`src/lsms_pkg.sv`:
```
package lsms_pkg;

    localparam int ActionW = 2;
    localparam int ByteW   = 8;
    localparam int BudgetW = 16;
    localparam int AddW    = 7;

    typedef logic [ActionW-1:0] t_action;
    typedef logic [1:0]         t_mode;

    localparam t_action ACT_ADVANCE  = 2'd0;
    localparam t_action ACT_WR_STAT  = 2'd1;
    localparam t_action ACT_WR_CMP   = 2'd2;

    localparam t_mode MODE_HBLANK   = 2'd0;
    localparam t_mode MODE_VBLANK   = 2'd1;
    localparam t_mode MODE_OAM      = 2'd2;
    localparam t_mode MODE_TRANSFER = 2'd3;

    // status bit positions
    localparam int BitLycEn  = 6;
    localparam int BitOamEn  = 5;
    localparam int BitHblEn  = 3;
    localparam int BitLycHit = 2;

    // phase lengths in machine cycles
    localparam logic [AddW-1:0] CycLine     = 7'd114;
    localparam logic [AddW-1:0] CycOamFirst = 7'd20;
    localparam logic [AddW-1:0] CycOam      = 7'd23;
    localparam logic [AddW-1:0] CycTransfer = 7'd43;
    localparam logic [AddW-1:0] CycHblank   = 7'd51;
    localparam logic [AddW-1:0] CycShort    = 7'd3;

    localparam logic [ByteW-1:0] LineVblank = 8'd144;
    localparam logic [ByteW-1:0] LineLast   = 8'd153;

    localparam logic [ByteW-1:0]    StatReset   = 8'h85;
    localparam logic [BudgetW-1:0]  BudgetReset = 16'd114;
    localparam logic [BudgetW-1:0]  BudgetMin   = 16'h8000;

endpackage

```
`src/lsms_in_if.sv`:
```
interface lsms_in_if;
    logic                          valid;
    logic                          ready;
    lsms_pkg::t_action             action;
    logic [lsms_pkg::ByteW-1:0]    cycles;
    logic [lsms_pkg::ByteW-1:0]    write_data;

    modport source (output valid, action, cycles, write_data, input ready);
    modport sink   (input valid, action, cycles, write_data, output ready);
endinterface

```
`src/lsms_out_if.sv`:
```
interface lsms_out_if;
    logic                          valid;
    logic                          ready;
    logic [lsms_pkg::ByteW-1:0]    status_value;
    logic [lsms_pkg::ByteW-1:0]    current_line;
    logic                          lcd_irq;
    logic                          vblank_irq;
    logic                          render_request;
    logic [lsms_pkg::ByteW-1:0]    render_line;

    modport source (output valid, status_value, current_line, lcd_irq, vblank_irq,
                    render_request, render_line, input ready);
    modport sink   (input valid, status_value, current_line, lcd_irq, vblank_irq,
                    render_request, render_line, output ready);
endinterface

```
`src/lcd_status_mode_sequencer_core.sv`:
```
// path: an accepted item is held in the input register, and its result in the output
// register; throughput: one item per cycle while the output is not stalled; the state
// update (subtract, saturate, one mode step) is combinational logic between the two registers
// reset: synchronous, active low; empties both registers and sets budget 114,
// status 0x85, line 0, compare 0, gap flag clear
module lcd_status_mode_sequencer_core (
    input  logic             i_clk,
    input  logic             i_rst_n,
    lsms_in_if.sink          i_in,
    lsms_out_if.source       o_out
);

    // input register
    logic                            r_in_valid;
    lsms_pkg::t_action               r_action;
    logic [lsms_pkg::ByteW-1:0]      r_cycles;
    logic [lsms_pkg::ByteW-1:0]      r_wdata;

    // sequencer state
    logic [lsms_pkg::BudgetW-1:0]    r_budget, n_budget;
    logic [lsms_pkg::ByteW-1:0]      r_stat, n_stat;
    logic [lsms_pkg::ByteW-1:0]      r_line, n_line;
    logic [lsms_pkg::ByteW-1:0]      r_cmp, n_cmp;
    logic                            r_gap, n_gap;

    // result register
    logic                            r_out_valid;
    logic [lsms_pkg::ByteW-1:0]      r_o_stat;
    logic [lsms_pkg::ByteW-1:0]      r_o_line;
    logic                            r_o_lcd;
    logic                            r_o_vb;
    logic                            r_o_rend;
    logic [lsms_pkg::ByteW-1:0]      r_o_rline;

    logic                            advance;
    logic                            n_lcd, n_vb, n_rend;
    logic [lsms_pkg::ByteW-1:0]      n_rline;
    logic [lsms_pkg::BudgetW:0]      diff;
    logic [lsms_pkg::BudgetW-1:0]    budget_sub;
    logic [lsms_pkg::AddW-1:0]       add;
    lsms_pkg::t_mode                 mode, n_mode;
    logic [lsms_pkg::ByteW-1:0]      line_inc;
    logic                            recheck;

    assign advance    = !r_out_valid || o_out.ready;
    assign i_in.ready = !r_in_valid || advance;

    // saturating subtract: overflow of the sign extension means below the minimum
    assign diff       = {r_budget[lsms_pkg::BudgetW-1], r_budget}
                        - {{(lsms_pkg::BudgetW + 1 - lsms_pkg::ByteW){1'b0}}, r_cycles};
    assign budget_sub = (diff[lsms_pkg::BudgetW] != diff[lsms_pkg::BudgetW-1])
                        ? lsms_pkg::BudgetMin : diff[lsms_pkg::BudgetW-1:0];
    assign mode       = r_stat[1:0];
    assign line_inc   = r_line + 8'd1;

    always_comb begin
        n_budget = r_budget;
        n_stat   = r_stat;
        n_line   = r_line;
        n_cmp    = r_cmp;
        n_gap    = r_gap;
        n_lcd    = 1'b0;
        n_vb     = 1'b0;
        n_rend   = 1'b0;
        n_rline  = '0;
        n_mode   = mode;
        add      = '0;
        recheck  = 1'b0;
        case (r_action)
            lsms_pkg::ACT_WR_STAT: begin
                n_stat = {1'b1, r_wdata[6:3], r_cmp == r_line, mode};
                n_lcd  = (r_cmp == r_line) && r_wdata[lsms_pkg::BitLycEn];
            end
            lsms_pkg::ACT_WR_CMP: begin
                n_cmp = r_wdata;
            end
            lsms_pkg::ACT_ADVANCE: begin
                n_budget = budget_sub;
                if (budget_sub[lsms_pkg::BudgetW-1]) begin
                    if (r_line < lsms_pkg::LineVblank) begin
                        case (mode)
                            lsms_pkg::MODE_VBLANK: begin
                                n_mode = lsms_pkg::MODE_OAM;
                                add    = lsms_pkg::CycOamFirst;
                                n_lcd  = r_stat[lsms_pkg::BitOamEn];
                            end
                            lsms_pkg::MODE_OAM: begin
                                n_mode = lsms_pkg::MODE_TRANSFER;
                                add    = lsms_pkg::CycTransfer;
                            end
                            lsms_pkg::MODE_TRANSFER: begin
                                n_mode = lsms_pkg::MODE_HBLANK;
                                add    = lsms_pkg::CycHblank;
                                n_lcd  = r_stat[lsms_pkg::BitHblEn];
                            end
                            default: begin
                                n_rend  = 1'b1;
                                n_rline = r_line;
                                n_line  = line_inc;
                                if (line_inc == lsms_pkg::LineVblank) begin
                                    n_mode = lsms_pkg::MODE_VBLANK;
                                    add    = lsms_pkg::CycShort;
                                    n_gap  = 1'b1;
                                end else begin
                                    n_mode  = lsms_pkg::MODE_OAM;
                                    add     = lsms_pkg::CycOam;
                                    n_lcd   = r_stat[lsms_pkg::BitOamEn];
                                    recheck = 1'b1;
                                end
                            end
                        endcase
                    end else if (r_line < lsms_pkg::LineLast) begin
                        n_mode  = lsms_pkg::MODE_VBLANK;
                        recheck = 1'b1;
                        add     = lsms_pkg::CycLine;
                        if (r_line == lsms_pkg::LineVblank) begin
                            // first step on line 144 ends the gap and flags the frame
                            if (r_gap) begin
                                n_vb  = 1'b1;
                                n_gap = 1'b0;
                            end else begin
                                n_line = line_inc;
                            end
                        end else begin
                            n_line = line_inc;
                            if (line_inc == lsms_pkg::LineLast) begin
                                add = lsms_pkg::CycShort;
                            end
                        end
                    end else begin
                        n_mode  = lsms_pkg::MODE_VBLANK;
                        n_line  = '0;
                        recheck = 1'b1;
                        add     = lsms_pkg::CycLine;
                    end
                    n_budget = budget_sub
                               + {{(lsms_pkg::BudgetW - lsms_pkg::AddW){1'b0}}, add};
                    n_stat   = {r_stat[7:2], n_mode};
                    if (recheck) begin
                        n_stat[lsms_pkg::BitLycHit] = (r_cmp == n_line);
                        n_lcd = n_lcd || ((r_cmp == n_line) && r_stat[lsms_pkg::BitLycEn]);
                    end
                end
            end
            default: begin
            end
        endcase
    end

    always_ff @(posedge i_clk) begin
        if (!i_rst_n) begin
            r_in_valid <= 1'b0;
        end else if (i_in.ready) begin
            r_in_valid <= i_in.valid;
        end
    end

    always_ff @(posedge i_clk) begin
        if (i_in.ready && i_in.valid) begin
            r_action <= i_in.action;
            r_cycles <= i_in.cycles;
            r_wdata  <= i_in.write_data;
        end
    end

    always_ff @(posedge i_clk) begin
        if (!i_rst_n) begin
            r_budget <= lsms_pkg::BudgetReset;
            r_stat   <= lsms_pkg::StatReset;
            r_line   <= '0;
            r_cmp    <= '0;
            r_gap    <= 1'b0;
        end else if (r_in_valid && advance) begin
            r_budget <= n_budget;
            r_stat   <= n_stat;
            r_line   <= n_line;
            r_cmp    <= n_cmp;
            r_gap    <= n_gap;
        end
    end

    always_ff @(posedge i_clk) begin
        if (!i_rst_n) begin
            r_out_valid <= 1'b0;
        end else if (advance) begin
            r_out_valid <= r_in_valid;
        end
    end

    always_ff @(posedge i_clk) begin
        if (r_in_valid && advance) begin
            r_o_stat  <= n_stat;
            r_o_line  <= n_line;
            r_o_lcd   <= n_lcd;
            r_o_vb    <= n_vb;
            r_o_rend  <= n_rend;
            r_o_rline <= n_rline;
        end
    end

    assign o_out.valid          = r_out_valid;
    assign o_out.status_value   = r_o_stat;
    assign o_out.current_line   = r_o_line;
    assign o_out.lcd_irq        = r_o_lcd;
    assign o_out.vblank_irq     = r_o_vb;
    assign o_out.render_request = r_o_rend;
    assign o_out.render_line    = r_o_rline;

endmodule

```
`src/flat_wrapper.sv`:
```
// flat-port wrapper written by rule: the top's interface ports become plain ports
module lcd_status_mode_sequencer_core_flat 
  (i_clk, i_rst_n, i_in_valid, i_in_action, i_in_cycles, i_in_write_data, i_in_ready, o_out_valid, o_out_status_value, o_out_current_line, o_out_lcd_irq, o_out_vblank_irq, o_out_render_request, o_out_render_line, o_out_ready);
  lsms_in_if i_in_i ();
  lsms_out_if o_out_i ();
  input  logic i_clk;
  input  logic i_rst_n;
  input wire logic [$bits(i_in_i.valid)-1:0] i_in_valid;
  input wire logic [$bits(i_in_i.action)-1:0] i_in_action;
  input wire logic [$bits(i_in_i.cycles)-1:0] i_in_cycles;
  input wire logic [$bits(i_in_i.write_data)-1:0] i_in_write_data;
  output wire logic [$bits(i_in_i.ready)-1:0] i_in_ready;
  output wire logic [$bits(o_out_i.valid)-1:0] o_out_valid;
  output wire logic [$bits(o_out_i.status_value)-1:0] o_out_status_value;
  output wire logic [$bits(o_out_i.current_line)-1:0] o_out_current_line;
  output wire logic [$bits(o_out_i.lcd_irq)-1:0] o_out_lcd_irq;
  output wire logic [$bits(o_out_i.vblank_irq)-1:0] o_out_vblank_irq;
  output wire logic [$bits(o_out_i.render_request)-1:0] o_out_render_request;
  output wire logic [$bits(o_out_i.render_line)-1:0] o_out_render_line;
  input wire logic [$bits(o_out_i.ready)-1:0] o_out_ready;
  assign i_in_i.valid = i_in_valid;
  assign i_in_i.action = i_in_action;
  assign i_in_i.cycles = i_in_cycles;
  assign i_in_i.write_data = i_in_write_data;
  assign i_in_ready = i_in_i.ready;
  assign o_out_valid = o_out_i.valid;
  assign o_out_status_value = o_out_i.status_value;
  assign o_out_current_line = o_out_i.current_line;
  assign o_out_lcd_irq = o_out_i.lcd_irq;
  assign o_out_vblank_irq = o_out_i.vblank_irq;
  assign o_out_render_request = o_out_i.render_request;
  assign o_out_render_line = o_out_i.render_line;
  assign o_out_i.ready = o_out_ready;
  lcd_status_mode_sequencer_core u_core (.i_clk(i_clk), .i_rst_n(i_rst_n), .i_in(i_in_i), .o_out(o_out_i));
endmodule
```
`config.mk`:
```
export PLATFORM = sky130hd
export DESIGN_NAME = lcd_status_mode_sequencer_core_flat
export DESIGN_NICKNAME = d
export VERILOG_FILES = /design/src/lsms_pkg.sv /design/src/lsms_in_if.sv /design/src/lsms_out_if.sv /design/src/lcd_status_mode_sequencer_core.sv /design/src/flat_wrapper.sv
export SDC_FILE = /design/constraint.sdc
export NUM_CORES = 1
export LEC_CHECK = 0
export BUFFER_PORTS_ARGS = -buffer_cell sky130_fd_sc_hd__buf_2
export CORE_UTILIZATION = 30
export DETAILED_ROUTE_END_ITERATION = 12
export PLACE_DENSITY_LB_ADDON = 0.12
export SYNTH_ARGS = -nofsm -noshare
export SYNTH_HDL_FRONTEND = slang
export SYNTH_SLANG_ARGS = --single-unit
```
`constraint.sdc`:
```
create_clock -name i_clk -period 5.55 [get_ports i_clk]
set_input_delay 0 -clock i_clk [delete_from_list [all_inputs] [get_ports i_clk]]
set_output_delay 0 -clock i_clk [all_outputs]
set_load 0.005 [all_outputs]
```
==> summary.md <==
| Metric | Value |
|---|---|
| Clk Latency, worst-skew pair | about 360 ps |
| DR vias | slightly below 5000 |
| Outcome | finished clean |
| # resized after CTS | 0 |
| FMAX | a little over 0.2 GHz |
| WL/cell | about 17 um |
| Reg2reg end | u_core.r_budget[8] |
| Htree depth | 3 |
| Crit Path Class | reg -> reg |
| Largest net degree at the start of global routing | slightly above 40 |
| DR vias/cell | 5.27 |
| Dpl hpwl | 11200 um |
| RD Place Congestion | approximately 0.84 |
| Reg2Reg Depth | 22 |
| RSZ-0062 raised after global routing | no |
| CTS tree | yes |
| Max IR drop VDD | 0.000151 V |
| Final hold vios | 0 |
| Hold WC Path Type | in -> reg |
| Hold wc startpoint | i_in_cycles[2] |
| Max Slew Vio Count | 0 |
| Hold depth | 2 |
| Final Skew | 7.68 ps |
| Synthesized net count | between 600 and 700 |
| Initial core utilization | around 31% |
| Total Neg Setup Slack | 0 ps |
| First-pass GRT wire length | around 25000 um |
| Nets | around 720 |
| Setup slack after placement | 804 ps |
| #FFs+latches synth | approximately 90 |
| Fillers | approximately 1900 |
| Syn_area_per_cell | 9.26 sq um |
| Clock buffer depth | 2 |
| GRT Overall Usage | approximately 16% |
| Synth Cell Area | around 0.0057 sq mm |
| LEAKAGE | 2.57 nW |
| Max cap viols | 0 |
| Routed WL | 15500 um |
| Reg-to-reg critical path startpoint | u_core.r_budget[0] |
| Startpoint types | register |
| Num CTS Buffers | 9 |
| Total gr overflow | 0 |
| Fin crit period | roughly 4800 ps |
| Root buf cell | clkbuf_16 |
| Met2 global-route usage | approximately a quarter |
| Row Count | 50 |
| Cell area power density | about 270 mW/mm^2 |
| Port-buffer cells | 50 |
| Final setup viols | 0 |
| DRT iter0 DRCs | between 300 and 400 |
| FFs w/ async S/R, synth | 0% |
| R2r setup slk | about 720 ps |
| Drt drc | 0 |
| Critical Path Fanout Max | 7 |
| Initial antenna violation count | 0 |
| Die Ht | 140 um |
| Global routing met3 resource utilization | under 10% |
| Least-Margin Pin Slew | ~950 ps |
| Synth warn | 0 |
| I/O pins | 51 |
| Cts hold-fix bufs | 21 |
| Final worst path period share | slightly below 90% |
| Die span in x | around 140 um |
| Slack of the critical path | 725 ps |
| Setup crit end kind | register |
| Area Overhead vs Synth | 17.5% |
| Cells after synthesis | roughly 620 |
| DR pass1 iterations | 5 |
| Gr busiest metal | met2 |
| Clk sinks | 88 |
| CP Data Arrival Time | between 5000 and 6000 ps |
| Share of layout cells above drive strength 1 | 16.2% |
| Vias in the first global route | 4599 |
| Rel. slew slack | 36.3% |
| Synth cell types | between 80 and 90 |
| EDFF count, synth | 45 |
| Post-CTS Setup Inserts | 0 |
| Antenna cell count | 0 |
| CTS clk-pin slew, worst paths | ~70 ps |
| M1 GR Usage | roughly 22% |
| Sequential share of the synthesized area | just under 40% |
| CP required | 5760 ps |
| Post-route ant nets | 0 |
| Die area | slightly below 0.02 sq mm |
| Worst hold endpoint | u_core.r_cycles[2] |
| Top FF cell, synth | edfxtp_1 |
| Core area | 0.0187 sq mm |
| Min Hold Slack | approximately 350 ps |
-- stage by stage --
step | std cells | total power [mW] | util [%] | area (sq um)
floorplan | 618 | 1.04 | - | 5720
global placement | 878 | 1.14 | 33.1 | 6190
detailed placement | 878 | 1.15 | 33.1 | 6190
CTS | 915 | 1.85 | 36.0 | 6730
global route | 915 | 1.92 | 36.0 | 6730
finish | 915 | 1.84 | 36.0 | 6730
-- critical path: stages, from the launching register on --
cell and delay [ps]:
dfxtp_1 310, inv_1 50, ha_1 160, inv_1 50, fa_1 430, a211oi_1 370
o21a_1 230, o21a_1 240, nor2_1 110, inv_1 110, a21oi_1 80, ha_1 440
nor2_1 100, ha_1 220, fa_1 420, a21o_1 180, a21oi_1 170, nand2b_1 180
a21oi_1 150, and2_1 210, mux2_2 260, a21oi_1 150, a311oi_1 70
-- Yosys cell counts, types with 3 or more instances --
| cell | count | share of area [%] |
|---|---|---|
| buf_2 | 4 | 0.35 |
| ha_1 | 24 | 5.2 |
| inv_1 | 25 | 1.6 |
| a211oi_1 | 8 | 1.0 |
| nor2b_1 | 10 | 1.1 |
| edfxtp_1 | 45 | 24 |
| nand3_1 | 22 | 1.9 |
| o22ai_1 | 6 | 0.66 |
| a22o_1 | 4 | 0.61 |
| dfxtp_1 | 43 | 15 |
| o221ai_1 | 3 | 0.46 |
| a31oi_1 | 3 | 0.33 |
| a21o_1 | 10 | 1.3 |
| xor2_1 | 10 | 1.5 |
| nor4_1 | 3 | 0.33 |
| xnor2_1 | 17 | 2.6 |
| a211o_1 | 3 | 0.46 |
| o21ai_1 | 4 | 0.35 |
| and2_1 | 11 | 1.2 |
| o211ai_1 | 3 | 0.39 |
| nand2b_1 | 11 | 1.2 |
| a311oi_1 | 3 | 0.46 |
| o21bai_1 | 4 | 0.52 |
| mux2i_1 | 19 | 3.3 |
| nand2_1 | 57 | 3.7 |
| nor3_1 | 15 | 1.3 |
| mux2_2 | 6 | 1.2 |
| nand4_1 | 9 | 0.98 |
| nand4b_1 | 4 | 0.61 |
| a21oi_1 | 45 | 3.9 |
| clkbuf_1 | 22 | 1.4 |
| nor2_1 | 58 | 3.8 |
| o21ai_0 | 25 | 2.2 |
| o31ai_1 | 4 | 0.52 |
| o21a_1 | 5 | 0.66 |
| or3_1 | 6 | 0.66 |
| a21oi_2 | 4 | 0.61 |
-- power by group --
group | internal [mW] | switching [mW]
combinational | 0.167 | 0.254
sequential | 0.710 | 0.0164
clock | 0.410 | 0.279
total | 1.29 | 0.550
-- how the worst max path moves through the flow --
stage	from	end	slack, ps	depth (start not counted)
global route	u_core.r_budget[0]	u_core.r_budget[8]	290	22
floorplan	u_core.r_budget[0]	u_core.r_budget[8]	860	24
global placement	u_core.r_budget[0]	u_core.r_budget[8]	890	22
finish	u_core.r_budget[0]	u_core.r_budget[8]	720	22
detailed placement	u_core.r_budget[0]	u_core.r_budget[8]	800	22
CTS	u_core.r_budget[0]	u_core.r_budget[8]	760	22
-- layout make-up --
type	count	area [sq um]	share of cell area (%)
clock buffers	10	239	3.55
clock inverters	6	90.1	1.34
inverters	26	97.6	1.45
multi-input cells	472	3270	48.7
flip-flops and latches	88	2210	32.9
well taps	234	293	4.35
repair buffers	79	520	7.74
-- registers in the layout, summed over array words and instances (netlist names), 8 cells and up --
register	cells
u_core.o_out.current_line	8
u_core.o_out.status_value	8
u_core.r_cmp	8
u_core.r_wdata	8
u_core.r_cycles	8
u_core.r_stat	8
u_core.r_line	8
u_core.r_budget	16
u_core.o_out.render_line	8
-- cell families after synthesis --
logic type / Yosys count / share of synthesized area, %
AOI/OAI and AO/OA: 165 / 21.3
xor gates and xnor gates: 27 / 4.13
adders and majority gates: 26 / 5.95
buffers and inverters: 58 / 4.24
DFF: 88 / 38.6
muxes: 26 / 4.70
and+or+nand+nor: 228 / 21.1
-- metal layers --
metal	up-vias	routed length, um
met5	-	0
met4	0	259
met3	22	657
met2	135	6900
met1	2281	7660
li1	2382	-
-- cell usage in the layout (no fill, tap or decap), types with 6 or more instances in the layout --
master | synthesis | layout
buf_2 | 4 | 50
nor2_1 | 58 | 58
nor2b_1 | 10 | 10
dlygate4sd3_1 | 0 | 21
nor3_1 | 15 | 14
ha_1 | 24 | 24
buf_4 | 1 | 8
mux2i_1 | 19 | 19
nand3_1 | 22 | 22
and2_1 | 11 | 11
a211oi_1 | 8 | 8
nand2_1 | 57 | 57
dfxtp_1 | 43 | 43
xnor2_1 | 17 | 17
mux2_2 | 6 | 6
nand2b_1 | 11 | 11
or3_1 | 6 | 6
nand4_1 | 9 | 9
inv_1 | 25 | 25
a21oi_1 | 45 | 45
o22ai_1 | 6 | 6
xor2_1 | 10 | 10
o21ai_0 | 25 | 25
clkbuf_16 | 0 | 9
a21o_1 | 10 | 10
edfxtp_1 | 45 | 45
Power figures use the tool's default switching activity.
